===== src/rtl/battery_voltage_to_percent_unit_assert.svh =====
// assertion macros for the battery voltage to percent unit
// expects clk and rst in scope at the point of use
`ifndef BATTERY_VOLTAGE_TO_PERCENT_UNIT_ASSERT_SVH
`define BATTERY_VOLTAGE_TO_PERCENT_UNIT_ASSERT_SVH
`ifndef SYNTHESIS
// same-cycle implication
`define BVP_ASSERT_IMP(lbl, ante, cons) \
  lbl: assert property (@(posedge clk) disable iff (rst) (ante) |-> (cons)) \
    else $error("bvp implication check failed");
// implication after the full pipeline latency
`define BVP_ASSERT_LAT(lbl, ante, cons) \
  lbl: assert property (@(posedge clk) disable iff (rst) (ante) |-> ##LATENCY (cons)) \
    else $error("bvp latency check failed");
`else
`define BVP_ASSERT_IMP(lbl, ante, cons)
`define BVP_ASSERT_LAT(lbl, ante, cons)
`endif
`endif


===== src/rtl/bvp_pkg.sv =====
package bvp_pkg;

  // table size, clamped to the stored entries and to at least two points
  localparam int TABLE_POINTS  = 45;
  localparam int STORED_POINTS = 45;
  localparam int USED_POINTS   = (TABLE_POINTS > STORED_POINTS) ? STORED_POINTS :
                                 ((TABLE_POINTS < 2) ? 2 : TABLE_POINTS);
  localparam int SEG_N         = USED_POINTS - 1;

  localparam int MV_W      = 13;
  localparam int PCT_W     = 7;
  localparam int PROD_W    = MV_W + PCT_W;
  localparam int DIV_STEPS = PCT_W;
  // input reg, compare, select, product, divider steps, output reg
  localparam int LATENCY   = DIV_STEPS + 5;

  typedef logic [MV_W-1:0]  mv_t;
  typedef logic [PCT_W-1:0] pct_t;

  localparam pct_t PCT_FULL  = 7'd100;
  localparam pct_t PCT_EMPTY = 7'd0;

  localparam mv_t SOC_MV [STORED_POINTS] = '{
    13'd4200, 13'd4180, 13'd4160, 13'd4140, 13'd4120, 13'd4100, 13'd4080, 13'd4060,
    13'd4040, 13'd4020, 13'd4000, 13'd3980, 13'd3960, 13'd3940, 13'd3920, 13'd3900,
    13'd3880, 13'd3860, 13'd3840, 13'd3820, 13'd3800, 13'd3780, 13'd3760, 13'd3740,
    13'd3720, 13'd3700, 13'd3680, 13'd3660, 13'd3640, 13'd3620, 13'd3600, 13'd3580,
    13'd3560, 13'd3540, 13'd3520, 13'd3500, 13'd3480, 13'd3460, 13'd3440, 13'd3420,
    13'd3400, 13'd3380, 13'd3360, 13'd3300, 13'd3000
  };

  localparam pct_t SOC_PCT [STORED_POINTS] = '{
    7'd100, 7'd99, 7'd98, 7'd97, 7'd96, 7'd95, 7'd93, 7'd91,
    7'd89,  7'd87, 7'd85, 7'd83, 7'd80, 7'd77, 7'd74, 7'd71,
    7'd68,  7'd65, 7'd62, 7'd59, 7'd56, 7'd53, 7'd50, 7'd47,
    7'd44,  7'd41, 7'd38, 7'd35, 7'd32, 7'd29, 7'd26, 7'd23,
    7'd20,  7'd17, 7'd15, 7'd13, 7'd11, 7'd9,  7'd7,  7'd5,
    7'd4,   7'd3,  7'd2,  7'd1,  7'd0
  };

  // one stage of the restoring divider
  typedef struct packed {
    logic              valid;
    logic              sat_hi;
    logic              sat_lo;
    logic              zspan;
    logic [PROD_W-1:0] rem;
    mv_t               span;
    pct_t              quo;
    pct_t              base;
  } div_stage_t;

endpackage


===== src/rtl/battery_voltage_to_percent_unit.sv =====
`include "battery_voltage_to_percent_unit_assert.svh"
// battery voltage to charge percentage, piecewise linear over a constant table
//
// request channel: vbat_mv (mV, unsigned) is taken at a rising edge where start
//   is high and busy is low; busy is only high while rst is held, so a new
//   request can be taken in every cycle
// result channel: charge_percent (0 to 100) is shown for exactly one cycle with
//   done high; the receiver has no way to hold it off and needs none
// done rises once the request has passed the input, compare, select, product,
//   divider and output registers; results come out in request order
// throughput: one request per cycle, set by the pipeline of table compare,
//   segment select, one 13x7 multiply and a divider that resolves one quotient
//   bit per stage (seven stages)
// at or above the top table point the answer is 100, at or below the bottom
//   point it is 0, otherwise lower percent plus the floored interpolation
// reset: synchronous rst clears every valid bit, so requests in flight are
//   dropped and no done pulse follows; there is no other kept state
module battery_voltage_to_percent_unit (
  input  logic                      clk,
  input  logic                      rst,
  input  logic                      start,
  output logic                      busy,
  input  logic [bvp_pkg::MV_W-1:0]  vbat_mv,
  output logic                      done,
  output logic [bvp_pkg::PCT_W-1:0] charge_percent
);
  import bvp_pkg::*;

  // stage 1: input register
  logic v1;
  mv_t  vin1;

  // stage 2: compare against every table point
  logic                   v2;
  mv_t                    vin2;
  logic                   hi2;
  logic                   lo2;
  logic [USED_POINTS-1:0] gt2;
  logic [USED_POINTS-1:0] gt_next;
  logic                   hi_next;
  logic                   lo_next;

  // stage 3: selected segment
  logic             v3;
  logic             hi3;
  logic             lo3;
  mv_t              diff3;
  pct_t             rise3;
  mv_t              span3;
  pct_t             base3;
  logic [SEG_N-1:0] seg_hot;
  mv_t              sel_vl;
  mv_t              sel_span;
  pct_t             sel_rise;
  pct_t             sel_base;

  // stage 4 on: product then divider
  div_stage_t div_q [DIV_STEPS+1];
  div_stage_t div_first;

  logic [PCT_W:0] sum_pct;
  pct_t           pct_next;

  // no requests while in reset
  assign busy = rst;

  always_ff @(posedge clk) begin
    vin1 <= vbat_mv;
    if (rst) begin
      v1 <= 1'b0;
    end else begin
      v1 <= start & ~busy;
    end
  end

  // the table falls strictly, so gt is a thermometer code
  always_comb begin
    for (int j = 0; j < USED_POINTS; j++) begin
      gt_next[j] = SOC_MV[j] > vin1;
    end
    hi_next = vin1 >= SOC_MV[0];
    lo_next = vin1 <= SOC_MV[USED_POINTS-1];
  end

  always_ff @(posedge clk) begin
    vin2 <= vin1;
    gt2  <= gt_next;
    hi2  <= hi_next;
    lo2  <= lo_next;
    if (rst) begin
      v2 <= 1'b0;
    end else begin
      v2 <= v1;
    end
  end

  // last point above the voltage opens the bracketing segment;
  // a voltage on a point lands in the segment above it
  always_comb begin
    sel_vl   = '0;
    sel_span = '0;
    sel_rise = '0;
    sel_base = '0;
    for (int i = 0; i < SEG_N; i++) begin
      seg_hot[i] = gt2[i] & ~gt2[i+1];
      if (seg_hot[i]) begin
        sel_vl   = sel_vl   | SOC_MV[i+1];
        sel_span = sel_span | (SOC_MV[i] - SOC_MV[i+1]);
        sel_base = sel_base | SOC_PCT[i+1];
        if (SOC_PCT[i] >= SOC_PCT[i+1]) begin
          sel_rise = sel_rise | (SOC_PCT[i] - SOC_PCT[i+1]);
        end
      end
    end
  end

  always_ff @(posedge clk) begin
    hi3   <= hi2;
    lo3   <= lo2;
    diff3 <= vin2 - sel_vl;
    rise3 <= sel_rise;
    span3 <= sel_span;
    base3 <= sel_base;
    if (rst) begin
      v3 <= 1'b0;
    end else begin
      v3 <= v2;
    end
  end

  // product is below span * 128, so seven quotient bits suffice;
  // valid is masked by rst on its way into the register
  always_comb begin
    div_first.valid  = v3 & ~rst;
    div_first.sat_hi = hi3;
    div_first.sat_lo = lo3;
    div_first.zspan  = (span3 == '0);
    div_first.rem    = PROD_W'(diff3) * PROD_W'(rise3);
    div_first.span   = span3;
    div_first.quo    = '0;
    div_first.base   = base3;
  end

  always_ff @(posedge clk) begin
    div_q[0] <= div_first;
  end

  // restoring divider, one quotient bit per stage, msb first
  for (genvar s = 0; s < DIV_STEPS; s++) begin : g_div
    localparam int QB = DIV_STEPS - 1 - s;
    logic [PROD_W:0] trial;
    logic [PROD_W:0] rem_ext;
    div_stage_t      step_next;

    always_comb begin
      trial           = (PROD_W + 1)'(div_q[s].span) << QB;
      rem_ext         = {1'b0, div_q[s].rem};
      step_next       = div_q[s];
      step_next.valid = div_q[s].valid & ~rst;
      if (rem_ext >= trial) begin
        step_next.rem     = div_q[s].rem - trial[PROD_W-1:0];
        step_next.quo[QB] = 1'b1;
      end
    end

    always_ff @(posedge clk) begin
      div_q[s+1] <= step_next;
    end
  end

  // saturation and the zero-span case take priority over the quotient
  always_comb begin
    sum_pct = {1'b0, div_q[DIV_STEPS].base} + {1'b0, div_q[DIV_STEPS].quo};
    priority if (div_q[DIV_STEPS].sat_hi) begin
      pct_next = PCT_FULL;
    end else if (div_q[DIV_STEPS].sat_lo) begin
      pct_next = PCT_EMPTY;
    end else if (div_q[DIV_STEPS].zspan) begin
      pct_next = div_q[DIV_STEPS].base;
    end else if (sum_pct > {1'b0, PCT_FULL}) begin
      pct_next = PCT_FULL;
    end else begin
      pct_next = sum_pct[PCT_W-1:0];
    end
  end

  always_ff @(posedge clk) begin
    charge_percent <= pct_next;
    if (rst) begin
      done <= 1'b0;
    end else begin
      done <= div_q[DIV_STEPS].valid;
    end
  end

  // result never exceeds full charge
  `BVP_ASSERT_IMP(a_pct_range, done, charge_percent <= PCT_FULL)
  // every taken request yields a result after the fixed latency
  `BVP_ASSERT_LAT(a_latency, start && !busy, done)
  // an in-range voltage picks exactly one segment
  `BVP_ASSERT_IMP(a_seg_onehot, v2 && !hi2 && !lo2, $onehot(seg_hot))

endmodule

===== config.mk =====
export PLATFORM = sky130hd
export DESIGN_NAME = battery_voltage_to_percent_unit
export DESIGN_NICKNAME = d
export VERILOG_FILES = /design/src/rtl/bvp_pkg.sv /design/src/rtl/battery_voltage_to_percent_unit.sv
export VERILOG_INCLUDE_DIRS = /design/src /design/src/rtl
export SDC_FILE = /design/constraint.sdc
export NUM_CORES = 1
export LEC_CHECK = 0
export BUFFER_PORTS_ARGS = -buffer_cell sky130_fd_sc_hd__buf_2
export CAP_MARGIN = 5
export CORE_MARGIN = 8
export CORE_UTILIZATION = 45
export DETAILED_ROUTE_END_ITERATION = 10
export HOLD_SLACK_MARGIN = 0.15
export SLEW_MARGIN = 20
export SYNTH_ARGS = -nofsm -noshare
export SYNTH_HDL_FRONTEND = slang
export SYNTH_SLANG_ARGS = --single-unit

===== constraint.sdc =====
create_clock -name clk -period 5.6 [get_ports clk]
set_clock_uncertainty 0.05 [all_clocks]
set_input_delay 0 -clock clk [delete_from_list [all_inputs] [get_ports clk]]
set_output_delay 0 -clock clk [all_outputs]
set_load 0.1 [all_outputs]

# After elaboration in Yosys (flattened, before gate mapping)
# Memories as Yosys holds them, arrays and structs flattened.
# Cells that the tools add are included.
# word_totals
regBits,126
ramBits,408
inputBits,16
elab_cells,427
mem_count,1
# memory_table
memory,words,word_bits,rd,rd_clocked_by_memory_dff,wr,line_no,rtl
div_q,8,51,8,0,8,battery_voltage_to_percent_unit.sv:58,div_stage_t div_q [DIV_STEPS+1];
# classes
add_sub_neg,9
multipliers,1
order_cmp,55
mux,240
bitwise_logic,98
reduce_logical,3
# ops
cell,count
7-bit two-way mux,114
"12-bit by 13-bit > comparator with 1-bit output, first input constant",39
12-bit two-way mux,39
5-bit two-way mux,48
20-bit two-way mux,7
"13-bit > comparator, first input constant",6
6-bit two-way mux,11
13-bit two-way mux,5
1-bit AND,53
1-bit NOT,45
43-bit OR reduction,1
20-bit by 13-bit greater-or-equal comparator with 1-bit output,1
20-bit by 14-bit greater-or-equal comparator with 1-bit output,1
20-bit by 15-bit greater-or-equal comparator with 1-bit output,1
20-bit by 16-bit greater-or-equal comparator with 1-bit output,1
20-bit by 17-bit greater-or-equal comparator with 1-bit output,1
20-bit by 18-bit greater-or-equal comparator with 1-bit output,1
20-bit by 19-bit greater-or-equal comparator with 1-bit output,1
13-bit by 7-bit multiplier with 20-bit output,1
20-bit by 13-bit subtractor with 20-bit output,1
20-bit by 14-bit subtractor with 20-bit output,1
20-bit by 15-bit subtractor with 20-bit output,1
20-bit by 16-bit subtractor with 20-bit output,1
20-bit by 17-bit subtractor with 20-bit output,1
13 further kinds,25

# Longest topological paths before layout
# Gate-level depths: netlist (run 1).
# logic_depth
ltp_word,90
depth_mapped,14
depth_no_buf,14

# Worst setup path after synthesis (run 1)
# Ideal clock, no wire load.
# synth_path
kind,register to register
startpoint,register gt2[44]
endpoint,register diff3[11]
setup_ns,0.079
t_arrival_ns,2.968
t_required_ns,5.471
setup_slack_ns,2.503
path_stages_with_launch,13
path_buffers,0
synth_period_minus_slack_ns,3.097
path_cell_list,dfxtp_1 > nand2b_1 > inv_1 > nor3_1 > nand2_1 > nor4_1 > ha_1 > nor2b_1 > o21ai_0 > a21oi_1 > o41ai_1 > or4b_2 > o211ai_1
# synth_via
elab_chain_cells,4
# synth_rtl
element,line_no,rtl
"start, declared",battery_voltage_to_percent_unit.sv:38,logic [USED_POINTS-1:0] gt2;
"start signal, assigned",battery_voltage_to_percent_unit.sv:87,gt2 <= gt_next;
1-bit NOT,battery_voltage_to_percent_unit.sv:105,seg_hot[i] = gt2[i] & ~gt2[i+1];
1-bit AND,battery_voltage_to_percent_unit.sv:105,
net seg_hot[43],battery_voltage_to_percent_unit.sv:51,logic [SEG_N-1:0] seg_hot;
12-bit two-way mux,battery_voltage_to_percent_unit.sv:106,if (seg_hot[i]) begin
13-bit subtractor,battery_voltage_to_percent_unit.sv:120,diff3 <= vin2 - sel_vl;
"end signal, assigned",battery_voltage_to_percent_unit.sv:120,
"end, declared",battery_voltage_to_percent_unit.sv:47,mv_t diff3;
# The timed path passes the listed nets, and every way through them passes these cells.
# A chain may end at the register's enable or synchronous reset.

# Final worst setup path (run 1)
# layout_path
startpoint,register gt2[7]
endpoint,register diff3[11]
# layout_via
elab_chain_cells,41
# layout_rtl
element,line_no
1-bit NOT,battery_voltage_to_percent_unit.sv:105
1-bit AND,battery_voltage_to_percent_unit.sv:105
12-bit two-way mux,battery_voltage_to_percent_unit.sv:106
12-bit two-way mux (*) (37 in series),battery_voltage_to_percent_unit.sv:106
13-bit subtractor (*),battery_voltage_to_percent_unit.sv:120
# Mark *: on every way between the ends. The rest lies on a longest branch, timed or not.

==> results of run 1 <==
-- stage by stage --
step / utilization, % / power [mW] / area (um2) / hold slack (ns) / instances
final: 52.5 / 8.52 / 16900 / 0.269 / 1966
after global routing: 52.5 / 9.04 / 16900 / 0.273 / 1966
after global placement: 46.9 / 5.61 / 15100 / 0.0528 / 1861
after CTS: 52.5 / 8.60 / 16900 / 0.235 / 1966
after detailed placement: 46.9 / 5.65 / 15100 / 0.0536 / 1861
after floorplan: - / 5.18 / 14600 / -0.0223 / 1456
-- cells in the final DEF, fill, tap and decap left out, types with 10 or more instances in the layout --
cell             n
buf_2           24
nor2_1         110
nor4b_1         12
xor2_1          34
nand4_1         11
or2_2           10
a211oi_1        11
inv_1           74
nor2b_1         59
and2_1          36
nor4_1          34
nand3_1         35
xnor2_1         39
dlygate4sd3_1   30
nor3_1          58
o21ai_0         73
nand2_1         89
clkbuf_16       42
o31ai_1         12
o21a_1          14
ha_1            77
a21oi_1         70
dfxtp_1        390
nand2b_1        26
a31oi_1         25
clkbuf_8        10
-- timing repair --
item	4_1_cts	5_1_grt
hold buffers	30	0
setup buffers	0	0
endpoints found under the hold margin	25	0
gates resized for setup	0	0
-- flip-flops by register name (all words and copies together), names as in the netlist, 2 cells and up --
| register | count |
|---|---|
| base3 | 7 |
| vin2 | 13 |
| rise3 | 2 |
| span3 | 4 |
| vin1 | 13 |
| div_q | 278 |
| charge_percent | 7 |
| gt2 | 45 |
| diff3 | 13 |
-- area by class of cell --
cell class | count | area [um2]
clock buffer | 59 | 1210
multi-input combinational | 958 | 6350
inverter | 77 | 292
tap | 408 | 510
sequential | 390 | 7810
timing repair buffer | 58 | 450
fill | 2907 | 15300
clock inverter | 16 | 280
-- cell families after synthesis --
group / count (synthesis)
simple gates: 527
flops: 390
compound gates: 266
buf+inv: 108
fa+ha+maj: 86
xor+xnor: 73
mux: 6
-- synth_stat cells, drive strengths merged (29+ instances only) --
cell / count
o21ai: 73
nor2b: 59
nand3: 35
and2: 37
a21oi: 71
dfxtp: 390
ha: 77
nor4: 35
inv: 75
nor2: 112
nand2: 89
nor3: 58
xor2: 34
xnor2: 39
clkbuf: 29
-- power groups by stage --
stage                     sequential, mW  combinational (mW)  clock (mW)
after detailed placement            3.76                1.89           0
after global routing                3.77                2.19        3.08
final                               3.70                1.93        2.89
after floorplan                     3.67                1.51           0
after global placement              3.74                1.87           0
after CTS                           3.70                1.93        2.97
-- layer usage --
layer,global-route usage (%),share of wire (%),up-vias
met2,28.4,47,317
met4,7.24,3.4,0
met5,0,0,-
li1,-,-,5243
met1,20.1,44,4816
met3,2.91,5.2,87
-- worst max-delay path: cells and delay by family, from the launching register on --
family                     cells  cell delay (ns)
DFF                            1             0.32
and+or+nand+nor                6             1.98
adders and majority gates      1             0.36
AOI/OAI and AO/OA              5             1.07
-- final timing paths --
path                            cells after the start           endpoint  slack (ns)             from
worst max-delay path                               12  diff3[11]$_DFF_P_        1.74   gt2[7]$_DFF_P_
worst max register to register                     12  diff3[11]$_DFF_P_        1.74   gt2[7]$_DFF_P_
worst min register to register                      0   diff3[0]$_DFF_P_        0.27  vin2[0]$_DFF_P_
worst min-delay path                                0   diff3[0]$_DFF_P_        0.27  vin2[0]$_DFF_P_
==> metrics, run 1 <==
outcome=finished clean; Synth Area per Inst=between 10 and 15 um2; Worst setup EP type=flip-flop; leakage=approximately 7 nW; sequential power share=a little over two fifths; first-pass GRT wire length=51.9 mm; cell count after synthesis=between 1000 and 1500; Synthesis Warnings=0; post-DP HPWL=roughly 24 mm; Crit Path Class=reg -> reg; sequential fraction of the synthesis area=between 50 and 60%; Hold Vio Cnt, Final=0; crit path DAT=between 4 and 5 ns; number of CTS-inserted buffers=42; Final setup viols=0; total die area=roughly 0.038 mm2; Setup TNS Final=0 ns; layout cell share with drive strength beyond 1=under 10%; xor/xnor share of the synthesized area=4.39%; Root Driver=clkbuf_16; largest net degree at the start of global routing=32; minimum clock period after layout=3.86 ns; initial antenna violation count=0; Comb pwr share=a little under a quarter; H-tree Lvls=2; maximum VDD drop=approximately 230 uV; simple-gate share of the synthesized area=19.3%; Cell variety after synth=72; Final #Nets=approximately 1600; Setup WS post-layout=1.74 ns; Max Cap Viol=0; share of the synthesized area in the top cell type=a little over half; Pint=about 6 mW; switching share of total power=between 20% and 30%; Reg clk slew, reported paths=around 0.06 ns; ANT nets after route=0; Iteration-0 DRC Markers=around 640; port buffer count=24; Die Width=between 150 and 200 um; cell taking the most area after synthesis=dfxtp_1; Place WS=between 1.5 and 2 ns; grt ovf=0; Via density=about 5.3; Clock Power Share=between 30 and 40%; drt drc=0; Sink Count=390; post-synthesis compound-gate area fraction=11.6%; relative max-transition margin=around two fifths; CP Cell Sequence=nand2b_1 -> o21ai_0 -> nor3_1 -> nand3_1 -> nor4_1 -> ha_1 -> nor2b_1 -> o21ai_0 -> a21oi_1 -> o41ai_1 -> or4b_2 -> o211ai_1; Synth-to-Final Area Change=16.1%; most used cell, CP=o21ai_0; Hold WC Path Type=reg -> reg; Crit path required time=around 6.0 ns; drt total wl=roughly 32 mm; Worst-Margin Slew=0.876 ns; die height=between 150 and 200 um; cell area after synthesis=~0.015 mm2; Synth area leaders=dfxtp_1, ha_1, nor2_1; Final GP Congestion=between 0.9 and 1; fmax=around 260 MHz; post-synthesis mux area share=less than 1%; drt pass-1 iters=6; Slew Viols, Final=0; Worst-Skew Late Latency=~0.56 ns; vias in the first global route=between 10000 and 15000; Max clock buf depth=3; IO Pins=25; Starting Density=a little under half; routed len/inst=16.2 um; CP peak stage delay=around 0.65 ns; TritonCTS clock tree=done; critical path fanouts, max=3; Rows=between 60 and 70; slowest cell on the critical path=nor4_1; RSZ-0062 raised after global routing=no; core area=0.0322 mm2; sw power=about 2.5 mW; Post-synth EDFFs=0; Startpoint Class=flip-flop; syn_nets=around 1600; pwr dens=504 mW/mm2; Post-Synth Adder-Cell Area=approximately 8%; most common flop cell mapped by yosys=dfxtp_1; fin crit share=68.9%; diode count=0; GRT Total Usage=between 10% and 20%; via count=roughly 10000; post-synthesis register bit count=between 300 and 400; asr flop ratio synth=0%; largest family of logic cells by synthesized area=simple AND/OR/NAND/NOR gates
Power figures use the tool's default switching activity.
==> inputs of run 2 (changes only) <==
--- a/config.mk
+++ b/config.mk
@@ -6,6 +6,7 @@
 export SDC_FILE = /design/constraint.sdc
 export NUM_CORES = 1
 export LEC_CHECK = 0
+export ABC_AREA = 1
 export BUFFER_PORTS_ARGS = -buffer_cell sky130_fd_sc_hd__buf_2
 export CAP_MARGIN = 5
 export CORE_MARGIN = 8
==> constraint.sdc (replaced) <==
create_clock -name clk -period 3.23 [get_ports clk]
set_clock_uncertainty 0.05 [all_clocks]
set_input_delay 0 -clock clk [delete_from_list [all_inputs] [get_ports clk]]
set_output_delay 0 -clock clk [all_outputs]
set_load 0.1 [all_outputs]
==> metrics, run 2 <==
Worst Setup SP=gt2[12]$_DFF_P_; Worst-Margin Slew=0.880 ns (+0.00436 ns); fin crit share=85.9% (+17 points); asr flop ratio synth=0% (unchanged); Synth-to-Final Area Change=15.1%; Synth Area per Inst=8.36 um2 (-16%); TritonCTS clock tree=done; Crit path required time=3.66 ns (-2.35 ns); GRT Max-Usage Layer=met2; Startpoint Class=flip-flop; CP Cell Sequence=inv_1 -> or2_2 -> nand2_1 -> nor3_1 -> nor3b_1 -> nand4_1 -> ha_1 -> inv_1 -> fa_1 -> a21oi_1 -> o21ai_0 -> xor2_1; Hold Path Depth=3 (+3); Final setup viols=0 (unchanged); routed len/inst=15.0 um (-7.6%); Sink Count=390 (unchanged); total die area=0.0416 mm2 (+8.4%); Worst setup EP type=flip-flop; met1 Use GR=22.1% (+2.0 points); Synthesis Warnings=0 (unchanged); met3 Use GR=3.68% (+0.76 points); die height=204 um (+4.1%); Crit Path Class=reg -> reg; cell count along the critical path=12 (unchanged); crit path DAT=3.21 ns (-1.06 ns); drt pass-1 iters=7 (+1); number of CTS-inserted buffers=41 (-2.4%); Final GP Congestion=0.925 (-2.2%); GRT Total Usage=18.0% (+1.5 points); cell taking the most area after synthesis=dfxtp_1; port buffer count=24 (unchanged); Synth area leaders=dfxtp_1, nand2_1, inv_1; grt ovf=0 (unchanged); Setup TNS Final=0 ns (unchanged); post-DP HPWL=29.1 mm (+22%); initial antenna violation count=0 (unchanged); relative max-transition margin=40.7% (-0.37 points); CP peak stage delay=0.45 ns (-0.20 ns); maximum VDD drop=519 uV (+120%); Post-synth EDFFs=0 (unchanged); Worst-Skew Late Latency=0.55 ns (about the same); Max clock buf depth=3 (unchanged); ANT nets after route=0 (unchanged); core area=0.0352 mm2 (+9.4%); commonest non-fill, non-tap cell in the layout=dfxtp_1; Hold WC Path Type=in -> reg; most used cell, CP=inv_1; FF-to-FF setup slack=0.45 ns (-1.29 ns); Iteration-0 DRC Markers=685 (+7.5%); max reg flops=278 (unchanged); leakage=8.72 nW (+25%); most common flop cell mapped by yosys=dfxtp_1; outcome=finished clean; met2 Usage GRT=30.5% (+2.0 points); vias in the first global route=12200 (+18%); r2r startpoint=gt2[12]$_DFF_P_; post-synthesis register bit count=390 (unchanged); IO Pins=25 (unchanged); RSZ-0062 raised after global routing=no; Cell variety after synth=59 (-18%); cell area after synthesis=0.0159 mm2 (+9.2%); Die Width=204 um (+4.1%); Fin Hold WS=0.251 ns (-0.0180 ns); Via density=5.02 (-5.7%); last element of the critical path=diff3[10]$_DFF_P_; Rows=69 (+4.5%); layout cell share with drive strength beyond 1=10.3% (+2.1 points); Slew Viols, Final=0 (unchanged); syn_nets=2005 (+29%); FF-to-FF path depth=12 (unchanged); largest net degree at the start of global routing=22 (-31%); Regs by FF count=div_q x278, gt2 x45; Hold Vio Cnt, Final=0 (unchanged); largest register by flop count=div_q; Reg clk slew, reported paths=0.06 ns (about the same); cell count after synthesis=1903 (+31%); via count=12400 (+19%); first-pass GRT wire length=61.3 mm (+18%); sequential fraction of the synthesis area=49.1% (-4.5 points); fill count=3354 (+15%); buffer and inverter count on the worst path=2 (+2); Root Driver=clkbuf_16; slowest cell on the critical path=nor3b_1; drt drc=0 (unchanged); fmax=360 MHz (+39%); Max Cap Viol=0 (unchanged); Critical R2R Capture=diff3[10]$_DFF_P_; Final #Nets=2087 (+28%); Starting Density=45.1% (-0.074 points); share of the synthesized area in the top cell type=49.1% (-4.5 points); count leader, synth=dfxtp_1; critical path fanouts, max=4 (+1); minimum clock period after layout=2.78 ns (-1.08 ns); drt total wl=37.1 mm (+17%); top post-synthesis cells by count=dfxtp_1, nand2_1, inv_1; leading cell types in the layout, fill and taps excluded=dfxtp_1, nand2_1, inv_1; H-tree Lvls=2 (unchanged); Largest delay share family, worst path=simple AND/OR/NAND/NOR gates; pwr dens=887 mW/mm2 (+76%); diode count=0 (unchanged)
==> run 2: how the worst min path moves through the flow <==
stage	slack (ns)	startpoint	to
floorplan	-0.02	vbat_mv[0]	vin1[0]$_DFF_P_
global placement	0.05	vbat_mv[9]	vin1[9]$_DFF_P_
detailed placement	0.05	vbat_mv[9]	vin1[9]$_DFF_P_
CTS	0.22	rst	div_q[1][101]$_DFF_P_
global route	0.27	rst	div_q[0][101]$_DFF_P_
finish	0.25	rst	div_q[1][101]$_DFF_P_
==> run 2: cell families (layout without fill, tap and decap cells) <==
family,after synthesis,in the layout,share of synthesized area (%)
xor gates and xnor gates,59,59,3.25
AOI/OAI and AO/OA,248,248,9.40
and+or+nand+nor,813,813,23.4
adders and majority gates,86,86,7.19
DFF,390,390,49.1
buffers and inverters,307,421,7.65
==> run 2: timing repair <==
| action | in CTS | in global routing |
|---|---|---|
| endpoints found under the setup margin | 0 | 0 |
| hold buffers | 30 | 0 |
| hold endpoints to repair | 25 | 0 |
| buffers inserted | 0 | 0 |
| resized for setup | 0 | 0 |
==> run 2: report_power, final <==
part	internal [mW]	switching, mW	total, mW
sequential	5.79	0.620	6.41
combinational	1.75	2.95	4.70
clock	3.22	1.91	5.13
total	10.8	5.48	16.2
==> run 2: layer usage <==
layer / wire [um] / up-vias
li1: - / 6340
met1: 16500 / 5633
met5: 0 / -
met4: 1470 / 0
met2: 17200 / 353
met3: 2030 / 107
==> run 2: through the flow <==
step                      cells  utilization [%]  area, um2  worst slack, ns  power [mW]
after floorplan            1903                -      15900            0.878        10.1
after global placement     2373             46.8      16500            0.441        11.1
after detailed placement   2373             46.8      16500            0.463        11.2
after CTS                  2478             52.0      18300            0.464        16.4
after global routing       2478             52.0      18300            0.207        17.4
final                      2478             52.0      18300            0.454        16.2
==> run 2: final cells by class <==
type | instances | area [um2] | share of cell area [%]
multi-input cells | 1206 | 6880 | 37.6
inverters | 289 | 1090 | 5.95
clock buffers | 52 | 1130 | 6.16
clock inverters | 23 | 383 | 2.09
well taps | 461 | 577 | 3.15
repair buffers | 57 | 443 | 2.42
flip-flops and latches | 390 | 7810 | 42.6
==> run 2: worst min-delay path, cell delays in order <==
cell and delay (ns):
dlygate4sd3_1 0.52, buf_2 0.22, nor2_1 0.07
==> inputs of run 3 (changes only) <==
--- a/config.mk
+++ b/config.mk
@@ -9,10 +9,13 @@
 export ABC_AREA = 1
 export BUFFER_PORTS_ARGS = -buffer_cell sky130_fd_sc_hd__buf_2
 export CAP_MARGIN = 5
+export CELL_PAD_IN_SITES_DETAIL_PLACEMENT = 0
+export CELL_PAD_IN_SITES_GLOBAL_PLACEMENT = 1
 export CORE_MARGIN = 8
-export CORE_UTILIZATION = 45
+export CORE_UTILIZATION = 43
 export DETAILED_ROUTE_END_ITERATION = 10
 export HOLD_SLACK_MARGIN = 0.15
+export PLACE_DENSITY_LB_ADDON = 0.1
 export SLEW_MARGIN = 20
 export SYNTH_ARGS = -nofsm -noshare
 export SYNTH_HDL_FRONTEND = slang
==> metrics, run 3 (same netlist as run 2, synthesis figures left out) <==
number of CTS-inserted buffers=43 (+4.9%); fin crit share=91.0% (+5.1 points); grt ovf=0 (unchanged); Rows=70 (+1.4%); Worst setup EP type=flip-flop; commonest non-fill, non-tap cell in the layout=dfxtp_1; drt drc=0 (unchanged); sw power=5.57 mW (+1.8%); Final #Nets=2089 (+0.096%); diode count=0 (unchanged); switching share of total power=34.4% (+0.63 points); dpl cells=2380 (+0.29%); Startpoint Class=flip-flop; largest net degree at the start of global routing=22 (unchanged); CP Cell Sequence=inv_1 -> nand2_1 -> nand2_1 -> nor2_1 -> nand2_1 -> nor2_1 -> nand4_1 -> nor3_1 -> ha_1 -> a21oi_1 -> nand2_1 -> a21oi_1 -> o21ai_0 -> xor2_1; Synth-to-Final Area Change=15.1% (about the same); post-layout instance area=0.0183 mm2 (about the same); layout cell share with drive strength beyond 1=10.2% (-0.065 points); Worst-Skew Late Latency=0.57 ns (+0.02 ns); vias in the first global route=12200 (+0.0082%); minimum clock period after layout=2.94 ns (+0.164 ns); core area=0.0365 mm2 (+3.7%); Max Cap Viol=0 (unchanged); Clock Power Share=31.1% (-0.5 points); Via density=4.97 (-1.0%); TritonCTS clock tree=done; relative max-transition margin=46.6% (+5.9 points); leading cell types in the layout, fill and taps excluded=dfxtp_1, nand2_1, inv_1; sequential power share=39.7% (+0.2 points); Hold Vio Cnt, Final=0 (unchanged); crit path DAT=3.32 ns (+0.11 ns); total die area=0.0434 mm2 (+4.3%); placed instance area=0.0165 mm2 (about the same); first-pass GRT wire length=63.5 mm (+3.4%); critical path fanouts, max=6 (+2); drt total wl=39.2 mm (+5.4%); outcome=finished clean; pwr dens=886 mW/mm2 (about the same); leakage=8.72 nW (about the same); Worst-Margin Slew=0.797 ns (-0.0827 ns); Crit Path Class=reg -> reg; Final GP Congestion=0.927 (+0.23%); Hold WC Path Type=in -> reg; max reg flops=278 (unchanged); via count=12400 (-0.60%); post_cts resized=0 (unchanged); FF-to-FF setup slack=0.29 ns (-0.16 ns); Final setup viols=0 (unchanged); H-tree Lvls=2 (unchanged); post-DP HPWL=30.8 mm (+5.9%); Comb pwr share=29.1% (+0.2 points); die height=208 um (+2.1%); Starting Density=43.5% (-1.6 points); CP peak stage delay=0.38 ns (-0.07 ns); initial antenna violation count=0 (unchanged); Non-Filler Instances=2488 (+0.40%); GRT Total Usage=18.0% (-0.040 points); drt pass-1 iters=6 (-1); Setup TNS Final=0 ns (unchanged); maximum VDD drop=453 uV (-13%); routed len/inst=15.7 um (+5.0%); Sink Count=390 (unchanged); postcts setup bufs=0 (unchanged); RSZ-0062 raised after global routing=no; slowest cell on the critical path=ha_1; Regs by FF count=div_q x278, gt2 x45; Max clock buf depth=3 (unchanged); Root Driver=clkbuf_16; fmax=340 MHz (-5.6%); Die Width=208 um (+2.1%); IO Pins=25 (unchanged); Reg clk slew, reported paths=0.06 ns (about the same); ANT nets after route=0 (unchanged); Place WS=0.295 ns (-0.168 ns); port buffer count=24 (unchanged); Iteration-0 DRC Markers=809 (+18%); Pint=10.6 mW (-1.0%); most used cell, CP=nand2_1; largest register by flop count=div_q; Setup WS post-layout=0.290 ns (-0.164 ns); Crit path required time=3.61 ns (-0.05 ns); Slew Viols, Final=0 (unchanged)
## run 3: changes by cell type in the layout (fill, tap and decap cells not counted), moves of 2 or more
cell and delta:
clkbuf_1 +4, bufinv_16 -4, clkinv_4 -4, clkbuf_16 +2, clkbuf_8 +4
## run 3: path summary, 6_finish.rpt
kind                                      startpoint                    end  cells after the start
worst max-delay path                  gt2[6]$_DFF_P_      diff3[10]$_DFF_P_                     14
worst min-delay path                             rst          v2$_SDFF_PP0_                      3
worst max register to register        gt2[6]$_DFF_P_      diff3[10]$_DFF_P_                     14
worst min register to register  div_q[0][56]$_DFF_P_  div_q[0][107]$_DFF_P_                      0
## run 3: critical path: cells and delay by family (launching register included)
family                   cells  cell delay (ns)
adder cells (fa/ha/maj)      1             0.38
XOR/XNOR                     1             0.17
AND/OR/NAND/NOR              8             1.32
buffers and inverters        1             0.04
AO/OA/AOI/OAI                3             0.51
flip-flops                   1             0.33
## run 3: through the flow
stage               hold WS [ns]  util [%]  power [mW]
finish                     0.257      50.1        16.2
global route               0.254      50.1        17.4
CTS                        0.212      50.1        16.4
detailed placement        0.0536      45.2        11.3
global placement          0.0524      45.2        11.3
floorplan                -0.0223         -        10.1
## run 3: metal layers
| metal | GRT usage, % | part of all wire, % |
|---|---|---|
| met1 | 22.9 | 46 |
| met2 | 29.6 | 45 |
| met3 | 3.86 | 5.2 |
| met4 | 6.88 | 3.5 |
| met5 | 0 | 0 |
## run 3: cell type report
| type | instances | area, um2 |
|---|---|---|
| fill | 3542 | 18200 |
| inverter | 289 | 1090 |
| clock buffer | 62 | 1250 |
| sequential | 390 | 7810 |
| timing repair buffer | 57 | 443 |
| clock inverter | 16 | 255 |
| multi-input combinational | 1206 | 6880 |
| tap | 468 | 586 |
## run 3: timing repair
action                                  CTS  global route
hold buffers                             30             0
endpoints found under the hold margin    25             0
endpoints found under the setup margin    0             0
## run 3: power by group through the flow
| stage | logic, mW | clock network [mW] | registers [mW] |
|---|---|---|---|
| 3_5_place_dp | 4.71 | 0 | 6.56 |
| 3_3_place_gp | 4.72 | 0 | 6.55 |
| 6_report | 4.72 | 5.05 | 6.45 |
| 2_1_floorplan | 3.71 | 0 | 6.37 |
| 5_1_grt | 5.44 | 5.40 | 6.56 |
| 4_1_cts | 4.75 | 5.20 | 6.46 |
